File: src/sv/nnsag_pkg.sv
// nnsag_pkg: shared types, constants and the size clamp of the rescale address generator.
// No dependencies; every other file in this folder refers to it by scoped names.
`timescale 1ns / 1ps
`default_nettype none

package nnsag_pkg;

  localparam int DIM_W       = 11;          // width of every size and walk counter
  localparam int ADDR_W      = 20;          // width of linear pixel addresses
  localparam int PROD_W      = 2 * DIM_W;   // rows-per-step times source width
  localparam int CFG_IDX_W   = 3;
  localparam int MAXD_W      = 13;          // holds the largest allowed MAX_DIM
  localparam int MAX_DIM_DEF = 1024;

  typedef logic [DIM_W-1:0]  dim_t;
  typedef logic [ADDR_W-1:0] addr_t;

  typedef enum logic [2:0] {
    S_IDLE,
    S_DIV_H,
    S_DIV_V,
    S_MUL,
    S_STEP
  } state_t;

  typedef enum logic [CFG_IDX_W-1:0] {
    REG_SRC_W = 3'd0,
    REG_SRC_H = 3'd1,
    REG_TGT_W = 3'd2,
    REG_TGT_H = 3'd3
  } cfg_reg_t;

  // Clamped sizes the walker needs on every pixel.
  typedef struct packed {
    dim_t src_w;
    dim_t tgt_w;
    dim_t tgt_h;
  } dims_t;

  // Sequencer commands to the walker.
  typedef struct packed {
    logic load_h;
    logic load_v;
    logic frame_start;
    logic mul;
    logic step;
  } ctl_t;

  typedef struct packed {
    addr_t source_address;
    addr_t target_address;
    logic  row_repeat;
    logic  last_in_row;
    logic  last_in_frame;
  } result_t;

  // Zero reads as one, anything above the limit reads as the limit.
  function automatic dim_t clamp_dim(input dim_t v, input logic [MAXD_W-1:0] max_dim);
    logic [MAXD_W-1:0] v_ext;
    v_ext = MAXD_W'(v);
    if (v == '0) return DIM_W'(1);
    if (v_ext > max_dim) return max_dim[DIM_W-1:0];
    return v;
  endfunction

endpackage

`default_nettype wire

File: src/sv/nnsag_div.sv
// nnsag_div: shared restoring divider, one quotient bit per cycle.
// Depends on nnsag_pkg for the operand width.
`timescale 1ns / 1ps
`default_nettype none

module nnsag_div (
  input  wire logic            clk,
  input  wire logic            rst_n,
  input  wire logic            start,
  input  wire nnsag_pkg::dim_t dividend,
  input  wire nnsag_pkg::dim_t divisor,
  output logic                 done,
  output nnsag_pkg::dim_t      quotient,
  output nnsag_pkg::dim_t      remainder
);

  localparam int W     = nnsag_pkg::DIM_W;
  localparam int CNT_W = $clog2(W + 1);

  logic [CNT_W-1:0] cnt_r;
  logic             done_r;
  nnsag_pkg::dim_t  quo_r;
  nnsag_pkg::dim_t  rem_r;
  nnsag_pkg::dim_t  dvs_r;

  logic [W:0] shifted;
  logic [W:0] diff;
  logic       fits;

  assign shifted = {rem_r, quo_r[W-1]};
  assign fits    = shifted >= {1'b0, dvs_r};
  assign diff    = shifted - {1'b0, dvs_r};

  always_ff @(posedge clk) begin
    if (!rst_n) begin
      cnt_r  <= '0;
      done_r <= 1'b0;
    end else begin
      done_r <= (cnt_r == CNT_W'(1));
      if (start) begin
        cnt_r <= CNT_W'(W);
      end else if (cnt_r != '0) begin
        cnt_r <= cnt_r - CNT_W'(1);
      end
    end
  end

  always_ff @(posedge clk) begin
    if (start) begin
      quo_r <= dividend;
      rem_r <= '0;
      dvs_r <= divisor;
    end else if (cnt_r != '0) begin
      quo_r <= {quo_r[W-2:0], fits};
      rem_r <= fits ? diff[W-1:0] : shifted[W-1:0];
    end
  end

  assign done      = done_r;
  assign quotient  = quo_r;
  assign remainder = rem_r;

endmodule

`default_nettype wire

File: src/sv/nnsag_walk.sv
// nnsag_walk: Bresenham walk state (row base, column offset, error terms, counters).
// Depends on nnsag_pkg; commanded by the sequencer in the top level.
`timescale 1ns / 1ps
`default_nettype none

module nnsag_walk (
  input  wire logic               clk,
  input  wire logic               rst_n,
  input  wire nnsag_pkg::ctl_t    ctl,
  input  wire nnsag_pkg::dims_t   dims,
  input  wire nnsag_pkg::dim_t    quotient,
  input  wire nnsag_pkg::dim_t    remainder,
  output nnsag_pkg::result_t      res,
  output logic                    frame_active
);

  localparam int DW = nnsag_pkg::DIM_W;
  localparam int AW = nnsag_pkg::ADDR_W;

  nnsag_pkg::addr_t            row_base_r;
  nnsag_pkg::dim_t             col_off_r;
  nnsag_pkg::dim_t             herr_r;
  nnsag_pkg::dim_t             verr_r;
  nnsag_pkg::dim_t             tcol_r;
  nnsag_pkg::dim_t             trow_r;
  nnsag_pkg::addr_t            tlin_r;
  logic                        rep_r;
  nnsag_pkg::dim_t             hstep_r;
  nnsag_pkg::dim_t             hrem_r;
  nnsag_pkg::dim_t             vstep_r;
  nnsag_pkg::dim_t             vrem_r;
  nnsag_pkg::addr_t            prod_r;
  logic                        frame_active_r;

  logic             end_row;
  logic             end_frame;
  nnsag_pkg::dim_t  vsum;
  logic             vcarry;
  nnsag_pkg::dim_t  verr_nxt;
  nnsag_pkg::addr_t row_base_nxt;
  nnsag_pkg::dim_t  hsum;
  logic             hcarry;
  nnsag_pkg::dim_t  herr_nxt;
  nnsag_pkg::dim_t  col_off_nxt;

  always_comb begin
    end_row   = tcol_r >= (dims.tgt_w - DW'(1));
    end_frame = end_row && (trow_r >= (dims.tgt_h - DW'(1)));

    vsum         = verr_r + vrem_r;
    vcarry       = vsum >= dims.tgt_h;
    verr_nxt     = vcarry ? (vsum - dims.tgt_h) : vsum;
    row_base_nxt = row_base_r + prod_r + (vcarry ? AW'(dims.src_w) : '0);

    hsum        = herr_r + hrem_r;
    hcarry      = hsum >= dims.tgt_w;
    herr_nxt    = hcarry ? (hsum - dims.tgt_w) : hsum;
    col_off_nxt = col_off_r + hstep_r + DW'(hcarry);

    res.source_address = row_base_r + AW'(col_off_r);
    res.target_address = tlin_r;
    res.row_repeat     = rep_r;
    res.last_in_row    = end_row;
    res.last_in_frame  = end_frame;
  end

  always_ff @(posedge clk) begin
    if (!rst_n) begin
      frame_active_r <= 1'b0;
    end else if (ctl.frame_start) begin
      frame_active_r <= 1'b1;
    end else if (ctl.step && end_frame) begin
      frame_active_r <= 1'b0;
    end
  end

  always_ff @(posedge clk) begin
    if (ctl.load_h) begin
      hstep_r <= quotient;
      hrem_r  <= remainder;
    end
    if (ctl.load_v) begin
      vstep_r <= quotient;
      vrem_r  <= remainder;
    end
    if (ctl.mul) begin
      prod_r <= AW'(nnsag_pkg::PROD_W'(vstep_r) * nnsag_pkg::PROD_W'(dims.src_w));
    end
    if (ctl.frame_start) begin
      row_base_r <= '0;
      col_off_r  <= '0;
      herr_r     <= '0;
      verr_r     <= '0;
      tcol_r     <= '0;
      trow_r     <= '0;
      tlin_r     <= '0;
      rep_r      <= 1'b0;
    end else if (ctl.step) begin
      tlin_r <= tlin_r + AW'(1);
      if (end_frame) begin
        // frame closes; the next item starts a fresh one
      end else if (end_row) begin
        verr_r     <= verr_nxt;
        rep_r      <= (row_base_nxt == row_base_r);
        row_base_r <= row_base_nxt;
        col_off_r  <= '0;
        herr_r     <= '0;
        tcol_r     <= '0;
        trow_r     <= trow_r + DW'(1);
      end else begin
        herr_r    <= herr_nxt;
        col_off_r <= col_off_nxt;
        tcol_r    <= tcol_r + DW'(1);
      end
    end
  end

  assign frame_active = frame_active_r;

endmodule

`default_nettype wire

File: src/sv/nearest_neighbor_scale_address_gen.sv
// nearest_neighbor_scale_address_gen: top level, size registers, sequencer, result register.
// Depends on nnsag_pkg, nnsag_div and nnsag_walk.
//
//   channel | direction | handshake             | payload
//   --------+-----------+-----------------------+------------------------------------------
//   in_     | input     | in_valid / in_ready   | in_restart
//   out_    | output    | out_valid / out_ready | out_source_address, out_target_address,
//           |           |                       | out_row_repeat, out_last_in_row,
//           |           |                       | out_last_in_frame
//   cfg_    | input     | cfg_valid / cfg_ready | cfg_index, cfg_data (always ready)
//
// A pixel transaction inside a frame runs from accept through the row-step multiply and the
// walk update to the next accept; the result is loaded into the output register at the
// update edge. The first pixel of a frame (restart, after the last pixel, or after reset)
// adds two passes through the shared bit-serial divider before the multiply.
// Reset (synchronous, rst_n low) loads the default sizes and marks no frame open.
// A result not taken holds the sequencer in its update state; input is taken only when idle.
`timescale 1ns / 1ps
`default_nettype none

module nearest_neighbor_scale_address_gen #(
  parameter int MAX_DIM = nnsag_pkg::MAX_DIM_DEF
) (
  input  wire logic                              clk,
  input  wire logic                              rst_n,

  input  wire logic                              in_valid,
  output logic                                   in_ready,
  input  wire logic                              in_restart,

  output logic                                   out_valid,
  input  wire logic                              out_ready,
  output logic [nnsag_pkg::ADDR_W-1:0]           out_source_address,
  output logic [nnsag_pkg::ADDR_W-1:0]           out_target_address,
  output logic                                   out_row_repeat,
  output logic                                   out_last_in_row,
  output logic                                   out_last_in_frame,

  input  wire logic                              cfg_valid,
  output logic                                   cfg_ready,
  input  wire logic [nnsag_pkg::CFG_IDX_W-1:0]   cfg_index,
  input  wire logic [nnsag_pkg::DIM_W-1:0]       cfg_data
);

  localparam logic [nnsag_pkg::MAXD_W-1:0] MAX_DIM_V = nnsag_pkg::MAXD_W'(MAX_DIM);

  // Size registers, raw as written.
  nnsag_pkg::dim_t src_w_r, src_h_r, tgt_w_r, tgt_h_r;

  nnsag_pkg::dims_t    dims;
  nnsag_pkg::dim_t     src_h_dim;
  nnsag_pkg::state_t   state_r, state_nxt;
  nnsag_pkg::ctl_t     ctl;
  nnsag_pkg::result_t  walk_res;
  nnsag_pkg::result_t  res_r;
  logic                out_valid_r;
  logic                load_out;
  logic                frame_active;
  logic                div_start;
  logic                div_done;
  nnsag_pkg::dim_t     div_dividend, div_divisor;
  nnsag_pkg::dim_t     div_quo, div_rem;

  assign cfg_ready = 1'b1;

  // Register writes; indexes past the list are dropped.
  always_ff @(posedge clk) begin
    if (!rst_n) begin
      src_w_r <= nnsag_pkg::DIM_W'(320);
      src_h_r <= nnsag_pkg::DIM_W'(240);
      tgt_w_r <= nnsag_pkg::DIM_W'(160);
      tgt_h_r <= nnsag_pkg::DIM_W'(120);
    end else if (cfg_valid) begin
      case (cfg_index)
        nnsag_pkg::REG_SRC_W: src_w_r <= cfg_data;
        nnsag_pkg::REG_SRC_H: src_h_r <= cfg_data;
        nnsag_pkg::REG_TGT_W: tgt_w_r <= cfg_data;
        nnsag_pkg::REG_TGT_H: tgt_h_r <= cfg_data;
        default: ;
      endcase
    end
  end

  always_comb begin
    dims.src_w = nnsag_pkg::clamp_dim(src_w_r, MAX_DIM_V);
    dims.tgt_w = nnsag_pkg::clamp_dim(tgt_w_r, MAX_DIM_V);
    dims.tgt_h = nnsag_pkg::clamp_dim(tgt_h_r, MAX_DIM_V);
    src_h_dim  = nnsag_pkg::clamp_dim(src_h_r, MAX_DIM_V);
  end

  // Divider operands: widths on the start from idle, heights on the second pass.
  assign div_dividend = (state_r == nnsag_pkg::S_IDLE) ? dims.src_w : src_h_dim;
  assign div_divisor  = (state_r == nnsag_pkg::S_IDLE) ? dims.tgt_w : dims.tgt_h;

  nnsag_div u_div (
    .clk       (clk),
    .rst_n     (rst_n),
    .start     (div_start),
    .dividend  (div_dividend),
    .divisor   (div_divisor),
    .done      (div_done),
    .quotient  (div_quo),
    .remainder (div_rem)
  );

  nnsag_walk u_walk (
    .clk          (clk),
    .rst_n        (rst_n),
    .ctl          (ctl),
    .dims         (dims),
    .quotient     (div_quo),
    .remainder    (div_rem),
    .res          (walk_res),
    .frame_active (frame_active)
  );

  always_ff @(posedge clk) begin
    if (!rst_n) begin
      state_r <= nnsag_pkg::S_IDLE;
    end else begin
      state_r <= state_nxt;
    end
  end

  // Sequencer: optional frame setup (two divisions), then multiply, then walk update.
  always_comb begin
    state_nxt = state_r;
    ctl       = '0;
    div_start = 1'b0;
    load_out  = 1'b0;
    in_ready  = (state_r == nnsag_pkg::S_IDLE);
    case (state_r)
      nnsag_pkg::S_IDLE: begin
        if (in_valid) begin
          if (in_restart || !frame_active) begin
            div_start = 1'b1;
            state_nxt = nnsag_pkg::S_DIV_H;
          end else begin
            state_nxt = nnsag_pkg::S_MUL;
          end
        end
      end
      nnsag_pkg::S_DIV_H: begin
        if (div_done) begin
          ctl.load_h = 1'b1;
          div_start  = 1'b1;
          state_nxt  = nnsag_pkg::S_DIV_V;
        end
      end
      nnsag_pkg::S_DIV_V: begin
        if (div_done) begin
          ctl.load_v      = 1'b1;
          ctl.frame_start = 1'b1;
          state_nxt       = nnsag_pkg::S_MUL;
        end
      end
      nnsag_pkg::S_MUL: begin
        ctl.mul   = 1'b1;
        state_nxt = nnsag_pkg::S_STEP;
      end
      nnsag_pkg::S_STEP: begin
        // hold here until the output register is free or being drained
        if (!out_valid_r || out_ready) begin
          ctl.step  = 1'b1;
          load_out  = 1'b1;
          state_nxt = nnsag_pkg::S_IDLE;
        end
      end
      default: state_nxt = nnsag_pkg::S_IDLE;
    endcase
  end

  always_ff @(posedge clk) begin
    if (!rst_n) begin
      out_valid_r <= 1'b0;
    end else if (load_out) begin
      out_valid_r <= 1'b1;
    end else if (out_ready) begin
      out_valid_r <= 1'b0;
    end
  end

  always_ff @(posedge clk) begin
    if (load_out) begin
      res_r <= walk_res;
    end
  end

  assign out_valid          = out_valid_r;
  assign out_source_address = res_r.source_address;
  assign out_target_address = res_r.target_address;
  assign out_row_repeat     = res_r.row_repeat;
  assign out_last_in_row    = res_r.last_in_row;
  assign out_last_in_frame  = res_r.last_in_frame;

endmodule

`default_nettype wire

File: config.mk
export PLATFORM = sky130hd
export DESIGN_NAME = nearest_neighbor_scale_address_gen
export DESIGN_NICKNAME = d
export VERILOG_FILES = /design/src/sv/nnsag_pkg.sv /design/src/sv/nnsag_div.sv /design/src/sv/nnsag_walk.sv /design/src/sv/nearest_neighbor_scale_address_gen.sv
export SDC_FILE = /design/constraint.sdc
export NUM_CORES = 1
export LEC_CHECK = 0
export BUFFER_PORTS_ARGS = -buffer_cell sky130_fd_sc_hd__buf_4
export CAP_MARGIN = 25
export CORE_MARGIN = 1
export CORE_UTILIZATION = 45
export CTS_CLUSTER_DIAMETER = 30
export DETAILED_ROUTE_END_ITERATION = 16
export GPL_TIMING_DRIVEN = 0
export SETUP_SLACK_MARGIN = 0.05
export SYNTH_ARGS = -nofsm -noshare
export SYNTH_HDL_FRONTEND = slang
export SYNTH_SLANG_ARGS = --single-unit
File: constraint.sdc
create_clock -name clk -period 18.9 [get_ports clk]
set_clock_uncertainty 0.1 [all_clocks]
set_input_delay 2.835 -clock clk [delete_from_list [all_inputs] [get_ports clk]]
set_output_delay 2.835 -clock clk [all_outputs]
set_load 0.01 [all_outputs]
# Yosys cells after proc, flatten, opt, wreduce, memory -nomap -nowiden

Index checks and enable logic that the tools add are counted.

Flip-flop bits (word level): 290
Input port bits: 20
Output and inout port bits: 46
Word-level logic and storage cells: 157

$add $sub $neg: 16
Multipliers: 1
Order comparisons: 9
Equality and inequality tests: 13
Mux-type cells: 61
Bitwise logic cells: 2
Reduce and logical (&&, ||, !) cells: 24

Operators by type and width:

| kind                                                                   | number |
|---|---|
| 11-bit two-way mux                                                     | 27 |
| 11-bit >= comparator                                                   | 4 |
| 11-bit > comparator (second input constant)                            | 4 |
| 11-bit logical NOT                                                     | 4 |
| 20-bit adder                                                           | 2 |
| 11-bit adder                                                           | 3 |
| 11-bit subtractor                                                      | 3 |
| 1-bit two-way mux                                                      | 23 |
| 11-bit by 1-bit adder with 11-bit output (second input constant)       | 2 |
| 11-bit by 1-bit subtractor with 11-bit output (second input constant)  | 2 |
| 20-bit by 1-bit adder with 20-bit output (second input constant)       | 1 |
| 20-bit by 11-bit adder with 20-bit output                              | 1 |
| 20-bit equality test                                                   | 1 |
| 11-bit by 11-bit multiplier with 20-bit output                         | 1 |
| 3-bit case mux with 5 select lines                                     | 1 |
| 3-bit by 2-bit equality test with 1-bit output (second input constant) | 4 |
| 12-bit by 11-bit >= comparator with 1-bit output                       | 1 |
| 3-bit two-way mux                                                      | 4 |
| 11-bit by 1-bit adder with 11-bit output                               | 1 |
| 2-bit AND reduction                                                    | 5 |
| 4-bit two-way mux                                                      | 2 |
| 3-bit by 1-bit equality test with 1-bit output (second input constant) | 2 |
| 3-bit logical NOT                                                      | 2 |
| 2-bit two-way mux                                                      | 3 |
| other kinds (15)                                                       | 23 |

# Longest topological paths before layout

Word-level depth: 11
Mapped depth: 28
Mapped depth without buffers: 26

# Cells and area by module

Synthesis repeated with hierarchy kept, for this count alone.

Cells, all modules: 2347
Area, all modules: 21235.4 µm²

Modules (own cells, without submodules):

| module                             | instances | cells an instance | area an instance (µm²) | sequential area each (µm²) |
|---|---|---|---|---|
| nnsag_walk                         | 1         | 1748              | 15268.4                | 3863.7 |
| nearest_neighbor_scale_address_gen | 1         | 394               | 3863.7                 | 2252.2 |
| nnsag_div                          | 1         | 205               | 2103.3                 | 980.9 |

# Least setup slack after synthesis

OpenSTA, ideal clock, no wires.

Kind: flip-flop to flip-flop
Start: register u_walk.vrem_r[0]
End: register u_walk.rep_r
Setup time: 0.059 ns
Arrival time: 5.799 ns
Required time: 18.741 ns
Setup slack: 12.941 ns
Stages on the path, launching flop included: 25
Buffers on the path: 2
Period minus slack after synthesis: 5.959 ns
Cells stage by stage: edfxtp_1 ha_1 fa_1 a21o_1 a21oi_1 o21ai_0 nor2_1 xnor2_1 ha_1 o41ai_2 nor4b_2 o31ai_2 buf_4 buf_2 and2_1 fa_1 fa_1 a211oi_2 nor2_1 mux2_2 o211ai_1 or4_1 nor4_1 nand4_1 nand2_1

Longest elaborated chain between the ends: 5

RTL lines:

| element                | line              | text |
|---|---|---|
| from (decl)            | nnsag_walk.sv:31  | `nnsag_pkg::dim_t vrem_r;` |
| from (signal assigned) | nnsag_walk.sv:84  | `vrem_r <= remainder;` |
| 11-bit adder           | nnsag_walk.sv:50  | `vsum = verr_r + vrem_r;` |
| 11-bit >= comparator   | nnsag_walk.sv:51  | `vcarry = vsum >= dims.tgt_h;` |
| 11-bit two-way mux     | nnsag_walk.sv:53  | `row_base_nxt = row_base_r + prod_r + (vcarry ? AW'(dims.src_w) : '0);` |
| 20-bit adder           | nnsag_walk.sv:53  |  |
| 20-bit equality test   | nnsag_walk.sv:104 | `rep_r <= (row_base_nxt == row_base_r);` |
| to (signal assigned)   | nnsag_walk.sv:104 |  |
| to (decl)              | nnsag_walk.sv:27  | `logic rep_r;` |

No other way between the ends.
A chain may end at the register's enable or synchronous reset.

# Worst setup path after layout

Ends and elaborated chain as after synthesis.

==> results.py <==
metrics = {
    "worst_setup_path": {
        "critical_path.startpoint_type": "flip-flop",
        "rr_endpoint": "u_walk.rep_r$_SDFFE_PP0P_",
        "worst_setup_path_end_kind": "flip-flop",
        "r2r_start": "u_walk.vrem_r[0]$_DFFE_PP_",
        "r2r_slack_ns": 11.87,
        "arrival_ns": 7.45,
        "crit_type": "flip-flop to flip-flop",
        "required_ns": 19.32,
        "reg2reg_depth": 25,
        "critPathMaxFanout": 10,
    },
    "synthesis": {
        "yosysWarnings": 0,
        "synth_edf_count": 129,
        "yosysTopAreaCell": "edfxtp_1",
        "synth_most_common_cell": "nand2_1",
        "synthTopCellsByCount": "296 x nand2_1, 206 x inv_1, 177 x ha_1, 161 x dfxtp_1, 147 x nor2_1",
        "synth_seq_cells": 290,
        "synthFlopType": "dfxtp_1",
        "ys_types": 92,
        "ys_top_cells_by_area": "edfxtp_1 19%, dfxtp_1 15%, ha_1 11%",
        "synth_nets": 2604,
        "synth.avg_cell_area_um2": 9.072,
        "synthCells": 2308,
        "async_flop_share_pct": 0,
        "synth_top_area_share_pct": 18.50,
        "synth_area_mm2": 0.02094,
        "ys_seq_area_share_pct": 33.89,
    },
    "grt": {
        "grt_pass1_wl_um": 88890,
        "grt_use_met3_pct": 4.630,
        "grt.total_usage_pct": 24.09,
        "grt.busiest_layer": "met2",
        "antenna_found_initial": 1,
        "grt_overflow": 0,
        "grtUsageMet2_pct": 36.24,
        "grt_max_degree": 29,
        "grt_pass1_vias": 16605,
        "met1_usage_pct": 34.15,
    },
    "finish": {
        "final_area_mm2": 0.02493,
        "area_growth_pct": 19.07,
        "fillers": 4148,
        "fin_cells": 3107,
        "antennaDiodeCount": 0,
        "drive_gt1_share_pct": 10.81,
        "utilization_pct": 54.59,
        "nets": 2746,
    },
    "placement": {
        "portBuffers": 64,
        "gp_congestion": 0.9011,
        "pre_cts_ws_ns": 12.12,
        "placed_cell_area_mm2": 0.02227,
        "dpl.cell_count": 2978,
        "place.detailed.hpwl_um": 43180,
    },
    "clock_tree": {
        "numCtsBuffers": 70,
        "cts_root_buf": "clkbuf_16",
        "path_clk_slew_ns": 0.04,
        "clockBufferDepth": 3,
        "htree_num_levels": 3,
        "post-cts-setup-buffers": 0,
        "post_cts_resized": 0,
        "cts_tree": "yes",
        "hold_buffers": 0,
        "clk_latency_ns": 0.59,
        "cts_sinks": 290,
    },
    "sta": {
        "slew_viol_final": 0,
        "worst_hold_slack_ns": 0.3364,
        "worst_pin_slew_ns": 0.8924,
        "slew-limit-headroom_pct": 40.50,
        "fin_crit_sh_pct": 37.20,
        "finalSetupViolations": 0,
        "rsz0062_at_grt": "false",
        "hold_viol": 0,
        "min_period_ns": 7.030,
        "setup_tns_ns": 0,
        "max_freq_mhz": 142.2,
        "worst_slack_ns": 11.87,
    },
    "job": {
        "maxCapViolations": 0,
    },
    "route": {
        "num_vias": 17037,
        "drc_errors": 0,
        "dr.pass1.iters": 5,
        "detail_route.iter0.violations": 1361,
        "drt-total-wl_um": 55590,
        "wl_per_cell_um": 17.89,
        "via_per_inst": 5.483,
        "ant_nets": 0,
    },
    "power_and_ir_drop": {
        "power_switching_mw": 1.137,
        "power_switching_share_pct": 33.74,
        "p_comb_share_pct": 33.2,
        "power_frac_clock_pct": 39.9,
        "p_per_area_mw_per_mm2": 135.2,
        "p_seq_share_pct": 26.9,
        "power_leakage_nw": 10.81,
        "p_int_mw": 2.233,
        "peakVddDrop_mv": 0.07668,
        "total_power_mw": 3.370,
    },
    "hold_path": {
        "hold_end": "out_row_repeat$_DFFE_PP_",
        "worstHoldStart": "u_walk.rep_r$_SDFFE_PP0P_",
        "hold_class": "flip-flop to flip-flop",
        "whs_path_depth": 0,
    },
    "status": {
        "status": "finished, final reports clean",
    },
    "floorplan": {
        "core_area_mm2": 0.04567,
        "die_area_mm2": 0.04740,
        "pin_count": 66,
        "fp.dieW_um": 217.7,
        "initial_core_util_pct": 45.84,
        "fp-row-count": 78,
        "die_h_um": 217.7,
    },
}
[worst max-delay path, stage by stage, from the launching register on]
cell and delay (ns):
edfxtp_1 0.36, ha_1 0.24, fa_1 0.48, a21o_1 0.20, a21oi_1 0.28, o211ai_1 0.19, a31o_2 0.27, a21oi_1 0.19
xnor2_1 0.12, ha_1 0.34, nand2_1 0.10, o31ai_2 0.38, buf_4 0.31, buf_2 0.22, and2_1 0.16, fa_1 0.42
ha_1 0.32, buf_4 0.18, and4_1 0.19, a21boi_4 0.16, nor3_2 0.29, a21oi_1 0.12, or4_1 0.51, nor4_1 0.53
nand4_1 0.18, nand2_1 0.10
[logic make-up after synthesis]
logic type	count (synthesis)	synth area share, %
xor+xnor	151	6.483
other cells	1	0.01791
simple gates	819	18.68
buf+inv	308	5.784
mux	38	1.846
fa+ha+maj	276	20.04
compound gates	425	13.25
flops	290	33.89
[cell type report]
cell class                      count  area [µm²]  share of cell area, %
Buffer                             99       429.2                  1.721
Sequential cell                   290        7097                  28.46
Multi-Input combinational cell   1710       12640                  50.70
Clock inverter                     47       768.2                  3.081
Inverter                          209       784.5                  3.146
Tap cell                          600       750.7                  3.011
Timing Repair Buffer               70       563.0                  2.258
Clock buffer                       82        1899                  7.618
[how the worst max path moves through the flow]
| stage | from | cells past startpoint | to | slack, ns |
|---|---|---|---|---|
| final | u_walk.vrem_r[0]$_DFFE_PP_ | 25 | u_walk.rep_r$_SDFFE_PP0P_ | 11.87 |
| after global routing | u_walk.vrem_r[0]$_DFFE_PP_ | 28 | u_walk.rep_r$_SDFFE_PP0P_ | 11.40 |
| after CTS | u_walk.vrem_r[0]$_DFFE_PP_ | 24 | u_walk.rep_r$_SDFFE_PP0P_ | 11.99 |
| after detailed placement | u_walk.vrem_r[0]$_DFFE_PP_ | 26 | u_walk.rep_r$_SDFFE_PP0P_ | 12.12 |
| after global placement | u_walk.vrem_r[0]$_DFFE_PP_ | 26 | u_walk.rep_r$_SDFFE_PP0P_ | 12.12 |
| after floorplan | u_walk.vrem_r[0]$_DFFE_PP_ | 24 | u_walk.rep_r$_SDFFE_PP0P_ | 12.94 |
[placed cells by master, fill, tap and decap left out, drive strengths merged, types with 93 or more instances in the layout]
cell,n
nor2,149
ha,177
nand2,296
o21ai,114
dfxtp,161
edfxtp,129
xnor2,100
buf,94
inv,211
clkbuf,157
a21oi,143
nand3,93
fa,99
[power groups by stage]
stage / registers (mW) / clock network [mW] / logic, mW
floorplan: 0.883 / 0 / 0.838
global placement: 0.916 / 0 / 1.08
detailed placement: 0.915 / 0 / 1.11
CTS: 0.906 / 1.36 / 1.12
global route: 0.918 / 1.40 / 1.26
finish: 0.908 / 1.34 / 1.12
[per-layer routing]
layer / part of all wire, % / vias to the layer above
met2: 43 / 457
met1: 48 / 8189
met4: 2.8 / 0
met5: 0 / -
met3: 6.2 / 96
li1: - / 8295
[registers in the layout, indices dropped and copies added (netlist names), 20 cells and up]
signal and count:
out_source_address 20, out_target_address 20, u_walk.prod_r 20, u_walk.row_base_r 20, u_walk.tlin_r 20
No activity file was read; power rests on OpenSTA's default activity.
